### config.mk
export PLATFORM = sky130hd
export DESIGN_NAME = sorted_priority_queue_unit
export DESIGN_NICKNAME = d
export VERILOG_FILES = /design/src/spq_pkg.sv /design/src/sorted_priority_queue_unit.sv /design/src/spq_cell.sv
export VERILOG_INCLUDE_DIRS = /design/src /design/src/src
export SDC_FILE = /design/constraint.sdc
export NUM_CORES = 2
export LEC_CHECK = 0
export BUFFER_PORTS_ARGS = -buffer_cell sky130_fd_sc_hd__buf_2
export CAP_MARGIN = 25
export CORE_ASPECT_RATIO = 0.8
export CORE_MARGIN = 3
export CORE_UTILIZATION = 60
export DETAILED_ROUTE_END_ITERATION = 16
export PLACE_DENSITY = 0.87
export REMOVE_ABC_BUFFERS = 1
export SYNTH_ARGS = -nofsm -noshare
export SYNTH_HDL_FRONTEND = slang
export SYNTH_SLANG_ARGS = --single-unit
export TNS_END_PERCENT = 30
### constraint.sdc
create_clock -name aclk -period 14.55 [get_ports aclk]
set_clock_uncertainty 0.05 [all_clocks]
set_input_delay 0.7275 -clock aclk [delete_from_list [all_inputs] [get_ports aclk]]
set_output_delay 0.7275 -clock aclk [all_outputs]
set_load 0.005 [all_outputs]
### src/sorted_priority_queue_unit_macros.svh
// assertion macros for the sorted priority queue unit
// no dependencies; included by sorted_priority_queue_unit, the module that carries assertions
`ifndef SORTED_PRIORITY_QUEUE_UNIT_MACROS_SVH
`define SORTED_PRIORITY_QUEUE_UNIT_MACROS_SVH

`ifndef SYNTHESIS

// same-cycle implication, disabled while in reset
`define SPQ_ASSERT_IMPL(lbl, clk, rstn, ante, cons) \
    lbl: assert property (@(posedge clk) disable iff (!(rstn)) (ante) |-> (cons)) \
        else $error("implication check failed");

// next-cycle implication, disabled while in reset
`define SPQ_ASSERT_NEXT(lbl, clk, rstn, ante, cons) \
    lbl: assert property (@(posedge clk) disable iff (!(rstn)) (ante) |=> (cons)) \
        else $error("next-cycle check failed");

`else

`define SPQ_ASSERT_IMPL(lbl, clk, rstn, ante, cons)
`define SPQ_ASSERT_NEXT(lbl, clk, rstn, ante, cons)

`endif

`endif

### src/spq_pkg.sv
// shared types and constants for the sorted priority queue unit
// no dependencies
package spq_pkg;

    // fixed field widths of the stream transactions
    localparam int VALUE_W  = 32;
    localparam int COUNT_W  = 5;
    localparam int STATUS_W = 2;
    localparam int S_DATA_W = 32;
    localparam int M_DATA_W = 40;

    // transaction kind carried on s_axis_tuser
    typedef enum logic {
        MODE_PUSH = 1'b0,
        MODE_POP  = 1'b1
    } spq_mode_t;

    // result status carried on m_axis_tuser
    typedef enum logic [STATUS_W-1:0] {
        ST_OK    = 2'd0,
        ST_FULL  = 2'd1,
        ST_EMPTY = 2'd2
    } spq_status_t;

    // operation broadcast to every cell
    typedef struct packed {
        logic push;
        logic pop;
    } spq_op_t;

endpackage

### src/sorted_priority_queue_unit.sv
// top level of the sorted priority queue unit: control, cell chain, result register
// depends on spq_pkg, spq_cell and sorted_priority_queue_unit_macros.svh
//
// Max priority queue of up to DEPTH unsigned values held in a chain of cells
// sorted in descending order, so the largest entry always sits in cell 0.
// Each input transaction is a push (s_axis_tuser = 0, value in s_axis_tdata)
// or a pop (s_axis_tuser = 1) and gives exactly one result transaction with
// the largest value after the operation (zero when empty), the entry count,
// an empty flag and a status (0 ok, 1 push refused because full, 2 pop
// refused because empty); a refused operation leaves the contents unchanged.
// Every cell compares against the incoming value in parallel and takes its
// new content from itself, the input or a neighbor, so one transaction is
// taken per clock while the output register can accept it. The result is
// registered in the output register in the cycle after acceptance; input is
// taken whenever that register is empty or being drained in the same cycle.
// Values are kept to their low VALUE_WIDTH bits.
`include "sorted_priority_queue_unit_macros.svh"

module sorted_priority_queue_unit import spq_pkg::*; #(
    parameter int DEPTH       = 16,
    parameter int VALUE_WIDTH = 32
) (
    input  logic                aclk,
    input  logic                aresetn,
    input  logic                s_axis_tvalid,
    output logic                s_axis_tready,
    input  logic [S_DATA_W-1:0] s_axis_tdata,  // [31:0] value
    input  logic                s_axis_tuser,  // [0] mode
    output logic                m_axis_tvalid,
    input  logic                m_axis_tready,
    output logic [M_DATA_W-1:0] m_axis_tdata,  // [31:0] top_value, [36:32] entry_count,
                                               // [37] is_empty, [39:38] zero
    output logic [STATUS_W-1:0] m_axis_tuser   // [1:0] status
);

    localparam int VW    = (VALUE_WIDTH < VALUE_W) ? VALUE_WIDTH : VALUE_W;
    localparam int CNT_W = $clog2(DEPTH + 1);

    logic [CNT_W-1:0]    count_reg, count_next;
    logic                m_valid_reg, m_valid_next;
    logic [VALUE_W-1:0]  top_reg, top_next;
    logic [COUNT_W-1:0]  cnt_out_reg, cnt_out_next;
    logic                empty_reg, empty_next;
    spq_status_t         status_reg, status_next;

    logic                s_accept;
    logic                is_full;
    logic                is_none;
    logic [VW-1:0]       in_value;
    spq_op_t             op;

    logic [VW-1:0]       cell_val [DEPTH];
    logic                cell_ge  [DEPTH];

    assign s_axis_tready = !m_valid_reg || m_axis_tready;
    assign s_accept      = s_axis_tvalid && s_axis_tready;
    assign in_value      = s_axis_tdata[VW-1:0];
    assign is_full       = count_reg == CNT_W'(DEPTH);
    assign is_none       = count_reg == '0;

    // operation that the cells carry out this cycle
    always_comb begin
        op.push = s_accept && (s_axis_tuser == MODE_PUSH) && !is_full;
        op.pop  = s_accept && (s_axis_tuser == MODE_POP) && !is_none;
    end

    // chain of cells, cell 0 holds the largest entry
    for (genvar i = 0; i < DEPTH; i++) begin : g_cell
        logic          up_ge;
        logic [VW-1:0] up_value;
        logic [VW-1:0] down_value;

        if (i == 0) begin : g_first
            assign up_ge    = 1'b1;
            assign up_value = cell_val[i];
        end else begin : g_mid
            assign up_ge    = cell_ge[i-1];
            assign up_value = cell_val[i-1];
        end

        if (i == DEPTH - 1) begin : g_last
            assign down_value = cell_val[i];
        end else begin : g_inner
            assign down_value = cell_val[i+1];
        end

        spq_cell #(
            .VW       (VW),
            .CNT_W    (CNT_W),
            .CELL_IDX (i)
        ) u_cell (
            .aclk       (aclk),
            .op         (op),
            .new_value  (in_value),
            .count      (count_reg),
            .up_ge      (up_ge),
            .up_value   (up_value),
            .down_value (down_value),
            .ge         (cell_ge[i]),
            .value      (cell_val[i])
        );
    end

    // fill level, result and output register control
    always_comb begin
        count_next   = count_reg;
        m_valid_next = m_valid_reg;
        top_next     = top_reg;
        cnt_out_next = cnt_out_reg;
        empty_next   = empty_reg;
        status_next  = status_reg;

        if (m_valid_reg && m_axis_tready) begin
            m_valid_next = 1'b0;
        end

        if (s_accept) begin
            m_valid_next = 1'b1;
            status_next  = ST_OK;
            top_next     = is_none ? '0 : VALUE_W'(cell_val[0]);
            if (s_axis_tuser == MODE_PUSH) begin
                if (is_full) begin
                    status_next = ST_FULL;
                end else begin
                    count_next = count_reg + 1'b1;
                    top_next   = cell_ge[0] ? VALUE_W'(cell_val[0]) : VALUE_W'(in_value);
                end
            end else begin
                if (is_none) begin
                    status_next = ST_EMPTY;
                end else begin
                    count_next = count_reg - 1'b1;
                    top_next   = (count_reg == CNT_W'(1)) ? '0 : VALUE_W'(cell_val[1]);
                end
            end
            cnt_out_next = COUNT_W'(count_next);
            empty_next   = count_next == '0;
        end
    end

    // control registers
    always_ff @(posedge aclk) begin
        if (!aresetn) begin
            count_reg   <= '0;
            m_valid_reg <= 1'b0;
        end else begin
            count_reg   <= count_next;
            m_valid_reg <= m_valid_next;
        end
    end

    // result payload registers
    always_ff @(posedge aclk) begin
        top_reg     <= top_next;
        cnt_out_reg <= cnt_out_next;
        empty_reg   <= empty_next;
        status_reg  <= status_next;
    end

    assign m_axis_tvalid = m_valid_reg;
    assign m_axis_tdata  = {2'b00, empty_reg, cnt_out_reg, top_reg};
    assign m_axis_tuser  = status_reg;

    // checks
    `SPQ_ASSERT_IMPL(a_count_bound, aclk, aresetn, 1'b1, count_reg <= CNT_W'(DEPTH))
    `SPQ_ASSERT_NEXT(a_push_grows, aclk, aresetn, op.push, count_reg == $past(count_reg) + 1'b1)
    `SPQ_ASSERT_NEXT(a_pop_shrinks, aclk, aresetn, op.pop, count_reg == $past(count_reg) - 1'b1)
    `SPQ_ASSERT_NEXT(a_refused_hold, aclk, aresetn, s_accept && !op.push && !op.pop, $stable(count_reg))
    `SPQ_ASSERT_IMPL(a_empty_top_zero, aclk, aresetn, m_valid_reg && empty_reg, top_reg == '0)

endmodule

### src/spq_cell.sv
// one storage cell of the descending chain; cell 0 holds the largest entry
// depends on spq_pkg
module spq_cell import spq_pkg::*; #(
    parameter int VW       = 32,
    parameter int CNT_W    = 5,
    parameter int CELL_IDX = 0
) (
    input  logic             aclk,
    input  spq_op_t          op,
    input  logic [VW-1:0]    new_value,
    input  logic [CNT_W-1:0] count,
    input  logic             up_ge,
    input  logic [VW-1:0]    up_value,
    input  logic [VW-1:0]    down_value,
    output logic             ge,
    output logic [VW-1:0]    value
);

    logic [VW-1:0] value_reg;
    logic [VW-1:0] value_next;
    logic          occupied;

    // entry counts as present only below the fill level
    assign occupied = CNT_W'(CELL_IDX) < count;
    assign ge       = occupied && (value_reg >= new_value);
    assign value    = value_reg;

    // keep, take the new value, or shift one place: away from the top on a push, toward it on a pop
    always_comb begin
        value_next = value_reg;
        if (op.push) begin
            if (ge) begin
                value_next = value_reg;
            end else if (up_ge) begin
                value_next = new_value;
            end else begin
                value_next = up_value;
            end
        end else if (op.pop) begin
            value_next = down_value;
        end
    end

    always_ff @(posedge aclk) begin
        value_reg <= value_next;
    end

endmodule

==> parameters.txt <==
Parameter                              Value

Run status
  Run status    finished, final reports clean

Timing
  Final Max Slew Viols    0
  Hold Fails Final Rpt    0
  Final critical delay including setup and external delays    5.54 ns
  Setup_tns    0 ns
  Final setup viols    0
  Fmax achieved    180 MHz
  Slew at the pin closest to its max-slew limit    1.13 ns
  Unrepaired setup endpoints after global routing    no
  Ratio of final minimum period to clock period    0.381
  Slew Limit Headroom    0.240

Clock tree
  CTS clk-pin slew, worst paths    0.06 ns
  # resized after CTS    0
  Clock buffer count from CTS    59
  CTS tree    yes
  Root cell of the clock tree    clkbuf_16
  Post-CTS Setup Inserts    0
  Count of clock tree sinks    558
  Quantity of hold-fixing buffers added after cts    0
  Clock buffer depth    3
  Clk_lat worst skew    0.66 ns
  Max H-tree Level    2

Synthesis
  Multiplexer fraction of the synthesized cell area    0.0586
  Area fraction in and, or, nand and nor cells after synthesis    0.140
  Primary flip-flop cell chosen by synthesis mapping    edfxtp_1
  Distinct cell type count after synthesis    72
  Fraction of the mapped netlist area in adder cells    0.163
  Synth Register Bits    558
  Cell with the most instances after synthesis    edfxtp_1
  Sequential-to-total area share from yosys stat    0.423
  Synthesized-area fraction occupied by ao, oa, aoi and oai cells    0.180
  Leading cell types by total area after synthesis    edfxtp_1, ha_1, nand2_1, mux2i_1, a21oi_1
  Library cell occupying the most area in the post-synthesis netlist    edfxtp_1
  Area fraction of the dominant cell type after synthesis    0.420
  Fraction of synthesized cell area in xor and xnor cells    0.000444
  Yosys warnings    0
  Number of instances in the synthesized netlist    3967
  Mapped cell area    0.0395 mm^2
  Syn avg cell area    9.95 um^2
  EDFF count, synth    552
  FFs w/ async S/R, synth    0
  Combinational family with the most area after synthesis    compound AO/OA/AOI/OAI gates
  Top cell types by occurrence after synthesis    edfxtp_1, ha_1, nand2_1

Floorplanning
  Placeable core area    0.0646 mm^2
  Top-level port count    81
  Area of the die    0.0689 mm^2
  Die X-Extent    293 um
  Initial core utilization    0.611
  Row Count    83
  Die height    235 um

Setup path
  Kind of cell with the highest combined delay on the critical path    buffers and inverters
  Required time worst endpoint    14.82 ns
  Cells on worst reg2reg path    9
  CP Cell Sequence    inv_1 -> ha_1 -> nand2_1 -> nor3_2 -> or3_4 -> buf_4 -> buf_12 -> o21ai_4 -> buf_4
  Max stage delay cell, worst path    buf_4
  Most Frequent Cell on Critical Path    buf_4
  Number of buffers and inverters on the critical path    4
  Kind of critical path    reg -> reg
  Stages on worst setup path    9
  Endpoint arrival time on the critical path    5.81 ns
  Setup crit end kind    flop
  Launching element type of the critical path    flop
  Maximum fanout along the worst path    237
  Biggest cell delay along the critical path    0.91 ns

Global routing
  Pin count of the biggest net entering global routing    238
  Via count of the first global-routing pass    32741
  Residual overflow from global routing    0
  Overall global routing resource usage    0.401
  Antenna violations before repair    8
  First-pass GRT wire length    210000 um

Worst hold path
  Hold path cells    3
  Type of the worst min-delay path    in -> reg

Finish
  Area of the multi-input gates    0.0217 mm^2
  Fraction of layout instances using a drive strength above 1    0.0957
  Area of all placed cells without fillers    0.0428 mm^2
  Number of non-filler instances in the completed layout    4801
  Nets@finish    4450
  FF/Latch Area    0.0167 mm^2
  Fill count    4941
  Post-synthesis to final-layout area growth    8.45%
  Number of flip-flops in the largest register    512

Power
  Post-layout power    5240 uW
  Cell-internal power    3450 uW
  Share of total power in sequential cells    0.426
  PwrDens    122 mW/mm^2
  Combinational share of power    0.256
  Net switching fraction of the power    0.341
  Net switching power    1790 uW
  Static leakage    0.0175 uW
  Relative contribution of the clock network to total power    0.318
  Maximum resistive drop on vdd    0.107 mV

Route
  Number of remaining DRC errors    0
  Total iterations of the first detailed-routing run    7
  Initial drt markers    6572
  Routed wire length per instance    29.7 um
  Count of nets left with antenna violations after detail routing    0
  Detailed-route via count    35176
  Wirelength, routed    143000 um
  Drt via density    7.33

Placement
  Dpl cell area    0.0407 mm^2
  Final HPWL from detailed placement    94900 um
  Post-placement cell count    4684
  GP Congestion    1.03
  Number of I/O port buffers    78

Job
  Count of maximum capacitance violations    0
-- cells by family after synthesis --
logic type	Yosys count
AO/OA/AOI/OAI	1105
XOR/XNOR	2
adder cells (fa/ha/maj)	515
buffers and inverters	340
flip-flops	558
multiplexers	223
other	1
AND/OR/NAND/NOR	1223
-- final timing paths --
| path | from | to | slack [ns] |
|---|---|---|---|
| max reg2reg | count_reg[0] | g_cell[2].u_cell.value[9] | 9.01 |
| min | s_axis_tvalid | m_axis_tvalid | 0.27 |
| max | count_reg[0] | g_cell[2].u_cell.value[9] | 9.01 |
| min reg2reg | m_axis_tvalid | m_axis_tvalid | 0.48 |
-- cells in the final DEF (no fill, tap or decap), types with 64 or more instances in the layout --
cell	n
mux2_2	64
edfxtp_1	552
nor2_1	259
nand4_1	67
o32ai_1	64
nand3_1	284
a21o_1	105
mux2i_1	159
buf_2	79
nand2_1	455
o21ai_0	221
ha_1	515
o211ai_1	164
a21oi_1	308
-- through the flow --
| stage | hold slack (ns) | util | setup WS [ns] |
|---|---|---|---|
| after floorplan | 0.472 | - | -4.74 |
| after global placement | 0.465 | 0.628 | 7.37 |
| after detailed placement | 0.485 | 0.630 | 8.81 |
| after CTS | 0.272 | 0.662 | 9.19 |
| after global routing | 0.317 | 0.663 | 8.77 |
| final | 0.274 | 0.663 | 9.01 |
-- tightest hold or removal path, delay by kind of cell --
family | cells | cell delay, ns
buffers and inverters | 2 | 0.14
AOI/OAI and AO/OA | 1 | 0.06
-- metal layers --
metal  share of wire  global-route usage  up-vias
met5          0.0012              0.0132        -
met4           0.050               0.169       10
met3            0.19               0.165      508
met2            0.39               0.535     3248
met1            0.37               0.570    16393
li1                -                   -    15017
-- cell type report --
type | count | area share
multi-input cells | 3070 | 0.507
flip-flops and latches | 558 | 0.390
clock buffers | 82 | 0.0384
well taps | 850 | 0.0248
repair buffers | 147 | 0.0247
clock inverters | 29 | 0.00953
inverters | 62 | 0.00544
diodes | 3 | 0.000175
-- power groups by stage --
| stage | clock, uW | combinational, uW | sequential (uW) |
|---|---|---|---|
| 6_report | 1670 | 1340 | 2230 |
| 3_5_place_dp | 0 | 1260 | 2250 |
| 3_3_place_gp | 0 | 1210 | 2250 |
| 4_1_cts | 1650 | 1270 | 2210 |
| 5_1_grt | 1710 | 1430 | 2240 |
| 2_1_floorplan | 0 | 835 | 2180 |
Power figures use the tool's default switching activity.
